==> config.mk <==
export PLATFORM = sky130hd
export DESIGN_NAME = arp_cache_table
export DESIGN_NICKNAME = d
export VERILOG_FILES = /design/src/arpc_pkg.sv /design/src/arpc_csr.sv /design/src/arpc_ctrl.sv /design/src/arpc_dpath.sv /design/src/arp_cache_table.sv
export SDC_FILE = /design/constraint.sdc
export NUM_CORES = 2
export LEC_CHECK = 0
export BUFFER_PORTS_ARGS = -buffer_cell sky130_fd_sc_hd__buf_2
export CORE_ASPECT_RATIO = 1.1
export CORE_MARGIN = 2
export CORE_UTILIZATION = 40
export DETAILED_ROUTE_END_ITERATION = 16
export SLEW_MARGIN = 0
export SYNTH_ARGS = -nofsm -noshare
export SYNTH_HDL_FRONTEND = slang
export SYNTH_HIERARCHICAL = 1
export SYNTH_SLANG_ARGS = --single-unit
==> constraint.sdc <==
create_clock -name clock -period 16.81 [get_ports clock]
set_clock_uncertainty 0.2 [all_clocks]
set_input_delay 2.5215 -clock clock [delete_from_list [all_inputs] [get_ports clock]]
set_output_delay 2.5215 -clock clock [all_outputs]
set_load 0.03 [all_outputs]
==> src/arpc_pkg.sv <==
// Shared types and constants for the ARP cache table.
// Holds the action codes, table sizing and the controller/datapath interface structs.
// No dependencies.
`default_nettype none

package arpc_pkg;

   // table sizing
   localparam int TABLE_DEPTH = 32;
   localparam int IDX_W       = (TABLE_DEPTH > 1) ? $clog2(TABLE_DEPTH) : 1;

   // field widths
   localparam int IP_W  = 32;
   localparam int MAC_W = 48;
   localparam int TTL_W = 16;
   localparam int CNT_W = 6;

   // reset value of the TTL reload register, in ticks
   localparam logic [TTL_W-1:0] TTL_RELOAD_INIT = 16'd15;

   // register map: word index taken from paddr[2]
   localparam int  CSR_AW  = 3;
   localparam logic REG_TTL_RELOAD = 1'b0;

   typedef enum logic [2:0] {
      ACT_LOOKUP  = 3'd0,
      ACT_ADD     = 3'd1,
      ACT_REMOVE  = 3'd2,
      ACT_REFRESH = 3'd3,
      ACT_TICK    = 3'd4,
      ACT_PURGE   = 3'd5
   } action_type;

   typedef enum logic [1:0] {
      ST_IDLE,
      ST_SCAN,
      ST_FINISH
   } state_type;

   // controller -> datapath
   typedef struct packed {
      logic ld;    // take the request word, restart the scan
      logic scan;  // examine the slot at the scan index
      logic fin;   // commit the pending write and issue the result
   } ctl_cmd_type;

   // datapath -> controller
   typedef struct packed {
      logic last;  // scan index sits on the final slot
   } ctl_sts_type;

endpackage

`default_nettype wire

==> src/arpc_csr.sv <==
// APB-style configuration register block for the ARP cache table.
// Holds the TTL reload register; depends on arpc_pkg.
`default_nettype none

module arpc_csr (
   input  wire logic                          clock,
   input  wire logic                          reset,
   input  wire logic                          psel,
   input  wire logic                          penable,
   input  wire logic                          pwrite,
   input  wire logic [arpc_pkg::CSR_AW-1:0]   paddr,
   input  wire logic [31:0]                   pwdata,
   output logic      [31:0]                   prdata,
   output logic                               pready,
   output logic      [arpc_pkg::TTL_W-1:0]    ttl_reload
);
   import arpc_pkg::*;

   logic [TTL_W-1:0] ttl_reload_ff;
   logic [TTL_W-1:0] ttl_reload_in;
   logic             reg_sel;
   logic             wr_en;

   assign pready  = 1'b1;
   assign reg_sel = (paddr[2] == REG_TTL_RELOAD);
   assign wr_en   = psel & penable & pwrite & pready & reg_sel;

   // write path
   always_comb begin
      ttl_reload_in = ttl_reload_ff;
      if (wr_en) begin
         ttl_reload_in = pwdata[TTL_W-1:0];
      end
   end

   always_ff @(posedge clock) begin
      if (reset) begin
         ttl_reload_ff <= TTL_RELOAD_INIT;
      end else begin
         ttl_reload_ff <= ttl_reload_in;
      end
   end

   // read path, unmapped words read as zero
   assign prdata     = reg_sel ? {{(32-TTL_W){1'b0}}, ttl_reload_ff} : 32'd0;
   assign ttl_reload = ttl_reload_ff;

endmodule

`default_nettype wire

==> src/arpc_ctrl.sv <==
// Sequencing controller for the ARP cache table.
// Steps each request through load, slot scan and finish; depends on arpc_pkg.
`default_nettype none

module arpc_ctrl (
   input  wire logic                  clock,
   input  wire logic                  reset,
   input  wire logic                  start,
   output logic                       busy,
   input  wire arpc_pkg::ctl_sts_type sts,
   output arpc_pkg::ctl_cmd_type      cmd
);
   import arpc_pkg::*;

   state_type state_ff;
   state_type state_in;

   // state register
   always_ff @(posedge clock) begin
      if (reset) begin
         state_ff <= ST_IDLE;
      end else begin
         state_ff <= state_in;
      end
   end

   // next state and commands
   always_comb begin
      state_in = state_ff;
      cmd      = '0;
      busy     = 1'b1;
      unique case (state_ff)
         ST_IDLE: begin
            busy = 1'b0;
            if (start) begin
               cmd.ld   = 1'b1;
               state_in = ST_SCAN;
            end
         end
         ST_SCAN: begin
            cmd.scan = 1'b1;
            if (sts.last) begin
               state_in = ST_FINISH;
            end
         end
         ST_FINISH: begin
            cmd.fin  = 1'b1;
            state_in = ST_IDLE;
         end
         default: begin
            state_in = ST_IDLE;
         end
      endcase
   end

endmodule

`default_nettype wire

==> src/arpc_dpath.sv <==
// Datapath of the ARP cache table: slot storage, scan index, match trackers
// and the result register. Driven by arpc_ctrl; depends on arpc_pkg.
`default_nettype none

module arpc_dpath (
   input  wire logic                          clock,
   input  wire logic                          reset,
   input  wire arpc_pkg::ctl_cmd_type         cmd,
   output arpc_pkg::ctl_sts_type              sts,
   input  wire logic [arpc_pkg::TTL_W-1:0]    ttl_reload,
   input  wire logic [2:0]                    req_action,
   input  wire logic [arpc_pkg::IP_W-1:0]     req_ip_addr,
   input  wire logic [arpc_pkg::MAC_W-1:0]    req_mac_addr,
   input  wire logic                          req_is_dynamic,
   output logic                               rsp_valid,
   output logic                               rsp_found,
   output logic      [arpc_pkg::MAC_W-1:0]    rsp_mac_out,
   output logic      [arpc_pkg::CNT_W-1:0]    rsp_entry_count,
   output logic                               rsp_table_full
);
   import arpc_pkg::*;

   // slot storage; only valid bits are reset
   logic [TABLE_DEPTH-1:0] valid_ff;
   logic [TABLE_DEPTH-1:0] static_ff;
   logic [IP_W-1:0]        ip_ff  [TABLE_DEPTH];
   logic [MAC_W-1:0]       mac_ff [TABLE_DEPTH];
   logic [TTL_W-1:0]       ttl_ff [TABLE_DEPTH];

   // latched request word
   action_type       act_ff;
   logic [IP_W-1:0]  ip_q_ff;
   logic [MAC_W-1:0] mac_q_ff;
   logic             want_static_ff;

   // scan index and trackers: A is the primary match, B the fallback
   logic [IDX_W-1:0] idx_ff, idx_in;
   logic             hit_a_ff, hit_a_in;
   logic [IDX_W-1:0] idx_a_ff, idx_a_in;
   logic             hit_b_ff, hit_b_in;
   logic [IDX_W-1:0] idx_b_ff, idx_b_in;
   logic [CNT_W-1:0] cnt_ff, cnt_in;

   // result register
   logic             rsp_valid_ff, rsp_valid_in;
   logic             found_ff, found_in;
   logic [MAC_W-1:0] mac_out_ff, mac_out_in;
   logic [CNT_W-1:0] count_ff, count_in;
   logic             full_ff, full_in;

   // single slot port shared by scan and finish
   logic [IDX_W-1:0] fin_idx;
   logic [IDX_W-1:0] rd_idx;
   logic             s_valid, s_static, s_ipm, s_macm, s_kind;
   logic [TTL_W-1:0] s_ttl;
   logic [MAC_W-1:0] s_mac;
   logic             match_a, match_b, bump;

   // slot write controls
   logic             valid_we, valid_wd;
   logic             ttl_we;
   logic [TTL_W-1:0] ttl_wd;
   logic             fill_we;   // static bit and MAC of a new slot
   logic             ip_we;

   assign fin_idx  = hit_a_ff ? idx_a_ff : idx_b_ff;
   assign rd_idx   = cmd.fin ? fin_idx : idx_ff;
   assign s_valid  = valid_ff[rd_idx];
   assign s_static = static_ff[rd_idx];
   assign s_ttl    = ttl_ff[rd_idx];
   assign s_mac    = mac_ff[rd_idx];
   assign s_ipm    = (ip_ff[rd_idx] == ip_q_ff);
   assign s_macm   = (s_mac == mac_q_ff);
   assign s_kind   = (s_static == want_static_ff);

   assign sts.last = (idx_ff == IDX_W'(TABLE_DEPTH - 1));

   // per-slot match and in-place update during the scan
   always_comb begin
      match_a  = 1'b0;
      match_b  = 1'b0;
      bump     = 1'b0;
      valid_we = 1'b0;
      valid_wd = 1'b0;
      ttl_we   = 1'b0;
      ttl_wd   = s_ttl;
      fill_we  = 1'b0;
      ip_we    = 1'b0;
      found_in   = 1'b0;
      mac_out_in = '0;
      count_in   = '0;
      full_in    = 1'b0;
      if (cmd.scan) begin
         unique case (act_ff)
            ACT_LOOKUP: begin
               match_a = s_valid & ~s_static & s_ipm;
               match_b = s_valid & s_static & s_ipm;
            end
            ACT_ADD: begin
               match_a = s_valid & s_kind & s_macm;
               match_b = ~s_valid;
            end
            ACT_REMOVE: begin
               match_a = s_valid & s_kind & s_ipm;
            end
            ACT_REFRESH: begin
               match_a = s_valid & ~s_static & s_macm;
            end
            ACT_TICK: begin
               if (s_valid & ~s_static) begin
                  ttl_we = 1'b1;
                  if (s_ttl <= TTL_W'(1)) begin
                     ttl_wd   = '0;
                     valid_we = 1'b1;
                     bump     = 1'b1;
                  end else begin
                     ttl_wd = s_ttl - TTL_W'(1);
                  end
               end
            end
            ACT_PURGE: begin
               if (s_valid & s_kind) begin
                  valid_we = 1'b1;
                  bump     = 1'b1;
               end
            end
            default: begin
            end
         endcase
      end
      // commit at the selected slot and form the result
      if (cmd.fin) begin
         count_in = cnt_ff;
         unique case (act_ff)
            ACT_LOOKUP: begin
               found_in = hit_a_ff | hit_b_ff;
               if (hit_a_ff | hit_b_ff) begin
                  mac_out_in = s_mac;
               end
            end
            ACT_ADD: begin
               if (hit_a_ff) begin
                  ip_we  = 1'b1;
                  ttl_we = 1'b1;
                  ttl_wd = ttl_reload;
               end else if (hit_b_ff) begin
                  valid_we = 1'b1;
                  valid_wd = 1'b1;
                  fill_we  = 1'b1;
                  ip_we    = 1'b1;
                  ttl_we   = 1'b1;
                  ttl_wd   = ttl_reload;
               end else begin
                  full_in = 1'b1;
               end
            end
            ACT_REMOVE: begin
               found_in = hit_a_ff;
               valid_we = hit_a_ff;
            end
            ACT_REFRESH: begin
               found_in = hit_a_ff;
               ttl_we   = hit_a_ff;
               ttl_wd   = ttl_reload;
            end
            default: begin
            end
         endcase
      end
   end

   // scan index and first-match trackers
   always_comb begin
      idx_in   = idx_ff;
      hit_a_in = hit_a_ff;
      idx_a_in = idx_a_ff;
      hit_b_in = hit_b_ff;
      idx_b_in = idx_b_ff;
      cnt_in   = cnt_ff;
      if (cmd.ld) begin
         idx_in   = '0;
         hit_a_in = 1'b0;
         hit_b_in = 1'b0;
         cnt_in   = '0;
      end else if (cmd.scan) begin
         idx_in = idx_ff + IDX_W'(1);
         if (match_a & ~hit_a_ff) begin
            hit_a_in = 1'b1;
            idx_a_in = idx_ff;
         end
         if (match_b & ~hit_b_ff) begin
            hit_b_in = 1'b1;
            idx_b_in = idx_ff;
         end
         // count saturates at the top of its range
         if (bump & (cnt_ff != '1)) begin
            cnt_in = cnt_ff + CNT_W'(1);
         end
      end
   end

   assign rsp_valid_in = cmd.fin;

   always_ff @(posedge clock) begin
      if (reset) begin
         valid_ff     <= '0;
         rsp_valid_ff <= 1'b0;
      end else begin
         if (valid_we) begin
            valid_ff[rd_idx] <= valid_wd;
         end
         rsp_valid_ff <= rsp_valid_in;
      end
   end

   // slot payload, no reset
   always_ff @(posedge clock) begin
      if (ttl_we) begin
         ttl_ff[rd_idx] <= ttl_wd;
      end
      if (ip_we) begin
         ip_ff[rd_idx] <= ip_q_ff;
      end
      if (fill_we) begin
         static_ff[rd_idx] <= want_static_ff;
         mac_ff[rd_idx]    <= mac_q_ff;
      end
   end

   // request word, trackers and result word
   always_ff @(posedge clock) begin
      if (cmd.ld) begin
         act_ff         <= action_type'(req_action);
         ip_q_ff        <= req_ip_addr;
         mac_q_ff       <= req_mac_addr;
         want_static_ff <= ~req_is_dynamic;
      end
      idx_ff   <= idx_in;
      hit_a_ff <= hit_a_in;
      idx_a_ff <= idx_a_in;
      hit_b_ff <= hit_b_in;
      idx_b_ff <= idx_b_in;
      cnt_ff   <= cnt_in;
      if (cmd.fin) begin
         found_ff   <= found_in;
         mac_out_ff <= mac_out_in;
         count_ff   <= count_in;
         full_ff    <= full_in;
      end
   end

   assign rsp_valid       = rsp_valid_ff;
   assign rsp_found       = found_ff;
   assign rsp_mac_out     = mac_out_ff;
   assign rsp_entry_count = count_ff;
   assign rsp_table_full  = full_ff;

endmodule

`default_nettype wire

==> src/arp_cache_table.sv <==
// ARP cache table, top level.
// Uses arpc_pkg, arpc_csr, arpc_ctrl and arpc_dpath.
//
// Usage:
//   Request word: req_action, req_ip_addr, req_mac_addr, req_is_dynamic. It is
//   taken at a rising edge with start high and busy low; busy then stays high
//   until the request is finished.
//   Result word: rsp_found, rsp_mac_out, rsp_entry_count, rsp_table_full,
//   shown for exactly one cycle while rsp_valid is high. The receiver cannot
//   hold it off; the result register is written once per request.
//   Sequence: every request scans all 32 slots one per cycle through a single
//   slot port, then commits to and reads the selected slot in the finish
//   state. rsp_valid rises as that state ends and busy drops in that same
//   cycle; a new request is taken only after the last one has finished.
//   Configuration: APB-style port, ttl_reload at byte address 0, setup phase
//   then access phase, pready always high. Write only while idle.
//   Reset (synchronous, active high): all slots invalid, ttl_reload back to
//   15, controller idle, no result pending.
`default_nettype none

module arp_cache_table (
   input  wire logic                          clock,
   input  wire logic                          reset,
   // request channel
   input  wire logic                          start,
   output logic                               busy,
   input  wire logic [2:0]                    req_action,
   input  wire logic [arpc_pkg::IP_W-1:0]     req_ip_addr,
   input  wire logic [arpc_pkg::MAC_W-1:0]    req_mac_addr,
   input  wire logic                          req_is_dynamic,
   // result channel
   output logic                               rsp_valid,
   output logic                               rsp_found,
   output logic      [arpc_pkg::MAC_W-1:0]    rsp_mac_out,
   output logic      [arpc_pkg::CNT_W-1:0]    rsp_entry_count,
   output logic                               rsp_table_full,
   // configuration port
   input  wire logic                          psel,
   input  wire logic                          penable,
   input  wire logic                          pwrite,
   input  wire logic [arpc_pkg::CSR_AW-1:0]   paddr,
   input  wire logic [31:0]                   pwdata,
   output logic      [31:0]                   prdata,
   output logic                               pready
);
   import arpc_pkg::*;

   ctl_cmd_type      cmd;
   ctl_sts_type      sts;
   logic [TTL_W-1:0] ttl_reload;

   arpc_csr u_csr (
      .clock      (clock),
      .reset      (reset),
      .psel       (psel),
      .penable    (penable),
      .pwrite     (pwrite),
      .paddr      (paddr),
      .pwdata     (pwdata),
      .prdata     (prdata),
      .pready     (pready),
      .ttl_reload (ttl_reload)
   );

   arpc_ctrl u_ctrl (
      .clock (clock),
      .reset (reset),
      .start (start),
      .busy  (busy),
      .sts   (sts),
      .cmd   (cmd)
   );

   arpc_dpath u_dpath (
      .clock           (clock),
      .reset           (reset),
      .cmd             (cmd),
      .sts             (sts),
      .ttl_reload      (ttl_reload),
      .req_action      (req_action),
      .req_ip_addr     (req_ip_addr),
      .req_mac_addr    (req_mac_addr),
      .req_is_dynamic  (req_is_dynamic),
      .rsp_valid       (rsp_valid),
      .rsp_found       (rsp_found),
      .rsp_mac_out     (rsp_mac_out),
      .rsp_entry_count (rsp_entry_count),
      .rsp_table_full  (rsp_table_full)
   );

endmodule

`default_nettype wire
==> impl_metrics.env <==
export IMPL_cts_resized=0
export IMPL_vias=81900
export IMPL_worstMarginPinSlew_ns=1.34
export IMPL_ff2ff_path_depth=15
export IMPL_insertion_delay_ns=0.96
export IMPL_rows=220
export IMPL_place_area_mm2=0.137
export IMPL_synthArstFlopShare=0
export IMPL_drtPass1Iterations=8
export IMPL_crit_path_end="u_dpath/idx_b_ff[2]"
export IMPL_rsz0062_at_grt="no"
export IMPL_end_kind="flip-flop"
export IMPL_instances_no_fill=14000
export IMPL_synth_ff_latch_count=3318
export IMPL_post_cts_buffers=0
export IMPL_hp_class="flip-flop to flip-flop"
export IMPL_path_class="flip-flop to flip-flop"
export IMPL_cts_max_path_buffers=4
export IMPL_core_mm2=0.326
export IMPL_outcome="finished, final reports clean"
export IMPL_pwr_density_cell_mw_per_mm2=131
export IMPL_ant_nets=0
export IMPL_utilization=0.452
export IMPL_die_w_um=550
export IMPL_finalSetupTns_ns=0
export IMPL_areaGrowthSynthToFinish_pct=12.6
export IMPL_io_buffers=180
export IMPL_wire_per_inst_um=27.9
export IMPL_initial_core_util=0.402
export IMPL_netlist_area_mm2=0.131
export IMPL_grt_max_degree=206
export IMPL_grt_pass1_vias=77100
export IMPL_timing_fmax_mhz=118
export IMPL_drt_initial_drc_count=12100
export IMPL_reg2reg_to="u_dpath/idx_b_ff[2]"
export IMPL_maxSlewViolCount=0
export IMPL_drive_gt1_frac=0.119
export IMPL_reg2reg_from="u_dpath/hit_a_ff"
export IMPL_htreeDepth=5
export IMPL_drc_errors=0
export IMPL_antenna_found_initial=18
export IMPL_cpPeakStageDelay_ns=1.09
export IMPL_routed_wl_um=391000
export IMPL_numCtsBuffers=337
export IMPL_vias_per_cell=5.85
export IMPL_cp_startpoint="u_dpath/hit_a_ff"
export IMPL_cp_arrival_ns=8.88
export IMPL_cts_root_buf="clkbuf_16"
export IMPL_cts_hold_buffers_added=0
export IMPL_ir_drop_mv=0.0926
export IMPL_gr_total_overflow=0
export IMPL_synth_flop_cell="edfxtp_1"
export IMPL_die_h_um=604
export IMPL_final_hold_viol_count=0
export IMPL_fin_area_mm2=0.148
export IMPL_clock_sinks=3318
export IMPL_setup_viol=0
export IMPL_hold_depth=2
export IMPL_power_leakage_nw=48.5
export IMPL_cts_tree="yes"
export IMPL_drv_cap=0
export IMPL_ff2ff_setup_slack_ns=8.32
export IMPL_die_area_mm2=0.332
export IMPL_dp_cells=13400
export IMPL_synthCells=9283
export IMPL_yosysTopAreaCell="edfxtp_1"
export IMPL_synth_edff_count=3254
export IMPL_yosysWarnings=6
export IMPL_dp_hpwl_um=196000
export IMPL_finalCriticalPeriod_ns=8.49
export IMPL_slowest_stage="nor4_1"
export IMPL_critPathRequiredTime_ns=17.20
export IMPL_ys_seq_area_frac=0.756
export IMPL_synthDominantCellAreaShare=0.746
export IMPL_synthTopCellsByArea="edfxtp_1, nand2_1, a21oi_1, mux4_2, nand3_1"
export IMPL_gp_congestion=0.799
export IMPL_crit_chain="mux2i_1 -> a21o_4 -> buf_4 -> buf_12 -> buf_4 -> a221oi_1 -> a31oi_1 -> o22ai_1 -> nor4_1 -> xnor2_1 -> o2111ai_1 -> nor4_1 -> and3_1 -> a21oi_1 -> nor2_1"
export IMPL_synth_avg_cell_area_um2=14.1
export IMPL_nNetsFinal=9523
export IMPL_io_pins=216
export IMPL_cp_start_kind="flip-flop"
export IMPL_slew_headroom=0.106
export IMPL_track_usage=0.229
export IMPL_crit_path_max_fanout=205
export IMPL_period_share=0.505
export IMPL_yosys_cell_types_count=66
export IMPL_grt_pass1_wl_um=553000
export IMPL_clkTransAtPathRegs_ns=0.06
-- area by class of cell --
class | instances | area, µm²
antenna | 4 | 10.0
clock buffer | 401 | 8740
clock inverter | 216 | 2120
fill | 28300 | 179000
inverter | 14 | 62.6
multi-input combinational | 5321 | 29400
sequential | 3318 | 99000
tap | 4329 | 5420
timing repair buffer | 401 | 2810
-- Yosys cell counts (72+ instances only) --
master and number:
nand2_1 2149, clkbuf_1 156, a221oi_1 121, buf_2 261, nor2b_1 163, nor2_1 147
a31oi_1 118, o22ai_1 111, a21oi_1 1220, nand3_1 323, nand4_1 72, a32oi_1 160
edfxtp_1 3254, buf_1 96, a22oi_1 150, mux4_2 81
-- cells in the final DEF, fill, tap and decap left out, types with 74 or more instances in the layout --
master and n:
edfxtp_1 3254, nand2_1 2148, a21oi_1 1219, clkbuf_16 338, nand3_1 320, buf_4 201
buf_2 180, nor2b_1 163, a32oi_1 160, a22oi_1 150, a221oi_1 121, a31oi_1 115
o22ai_1 111, mux4_2 81, nor2_4 78, clkinv_2 74
-- sequential cells by signal (all words and copies together), names as in the netlist, 6 cells and up --
name / flops
u_csr/ttl_reload: 16
u_dpath/cnt_ff: 6
u_dpath/ip_ff: 1024
u_dpath/ip_q_ff: 32
u_dpath/mac_ff: 1536
u_dpath/mac_q_ff: 48
u_dpath/rsp_entry_count: 6
u_dpath/rsp_mac_out: 48
u_dpath/static_ff: 32
u_dpath/ttl_ff: 512
u_dpath/valid_ff: 32
-- critical path, delay by kind of cell, from the launching register on --
kind / cells / cell delay, ns
AO/OA/AOI/OAI: 6 / 1.52
flip-flops: 1 / 0.66
XOR/XNOR: 1 / 0.26
multiplexers: 1 / 0.79
buffers and inverters: 3 / 1.97
AND/OR/NAND/NOR: 4 / 2.26
-- how the worst min path moves through the flow --
stage / startpoint / end
5_1_grt: u_dpath/cnt_ff[5] / u_dpath/rsp_entry_count[5]
2_1_floorplan: u_dpath/cnt_ff[4] / u_dpath/rsp_entry_count[4]
4_1_cts: u_dpath/valid_ff[0] / u_dpath/valid_ff[0]
3_3_place_gp: u_ctrl/state_ff[0] / u_ctrl/state_ff[1]
6_report: u_dpath/valid_ff[0] / u_dpath/valid_ff[0]
3_5_place_dp: u_dpath/valid_ff[0] / u_dpath/valid_ff[0]
-- layer usage --
layer / track usage / routed length, µm
met2: 0.363 / 182000
met4: 0.0654 / 11100
met5: 0 / 57
met1: 0.323 / 158000
met3: 0.0390 / 39200
-- per-stage QoR --
step | power, mW | hold WS, ns | setup slack, ns
CTS | 19.3 | 0.284 | 8.53
detailed placement | 12.0 | 0.273 | 8.54
floorplan | 11.3 | 0.243 | 9.21
finish | 19.3 | 0.287 | 8.32
global route | 19.9 | 0.315 | 8.08
global placement | 11.9 | 0.262 | 8.66
-- logic make-up (layout without fill, tap and decap cells) --
group | after synthesis | in the layout | synth area share
DFF | 3318 | 3318 | 0.756
buffers and inverters | 659 | 1032 | 0.0270
adders and majority gates | 5 | 5 | 0.000478
muxes | 146 | 146 | 0.0189
xor gates and xnor gates | 94 | 94 | 0.00629
and+or+nand+nor | 3060 | 3060 | 0.101
AOI/OAI and AO/OA | 1999 | 1999 | 0.0908
other | 2 | 21 | 0.0000573
-- where the power goes --
part	internal, mW	switching, mW	total (mW)
Clock	4.22	3.22	7.44
Combinational	0.734	1.82	2.56
Sequential	9.22	0.0505	9.27
(Power assumes the default switching activity.)
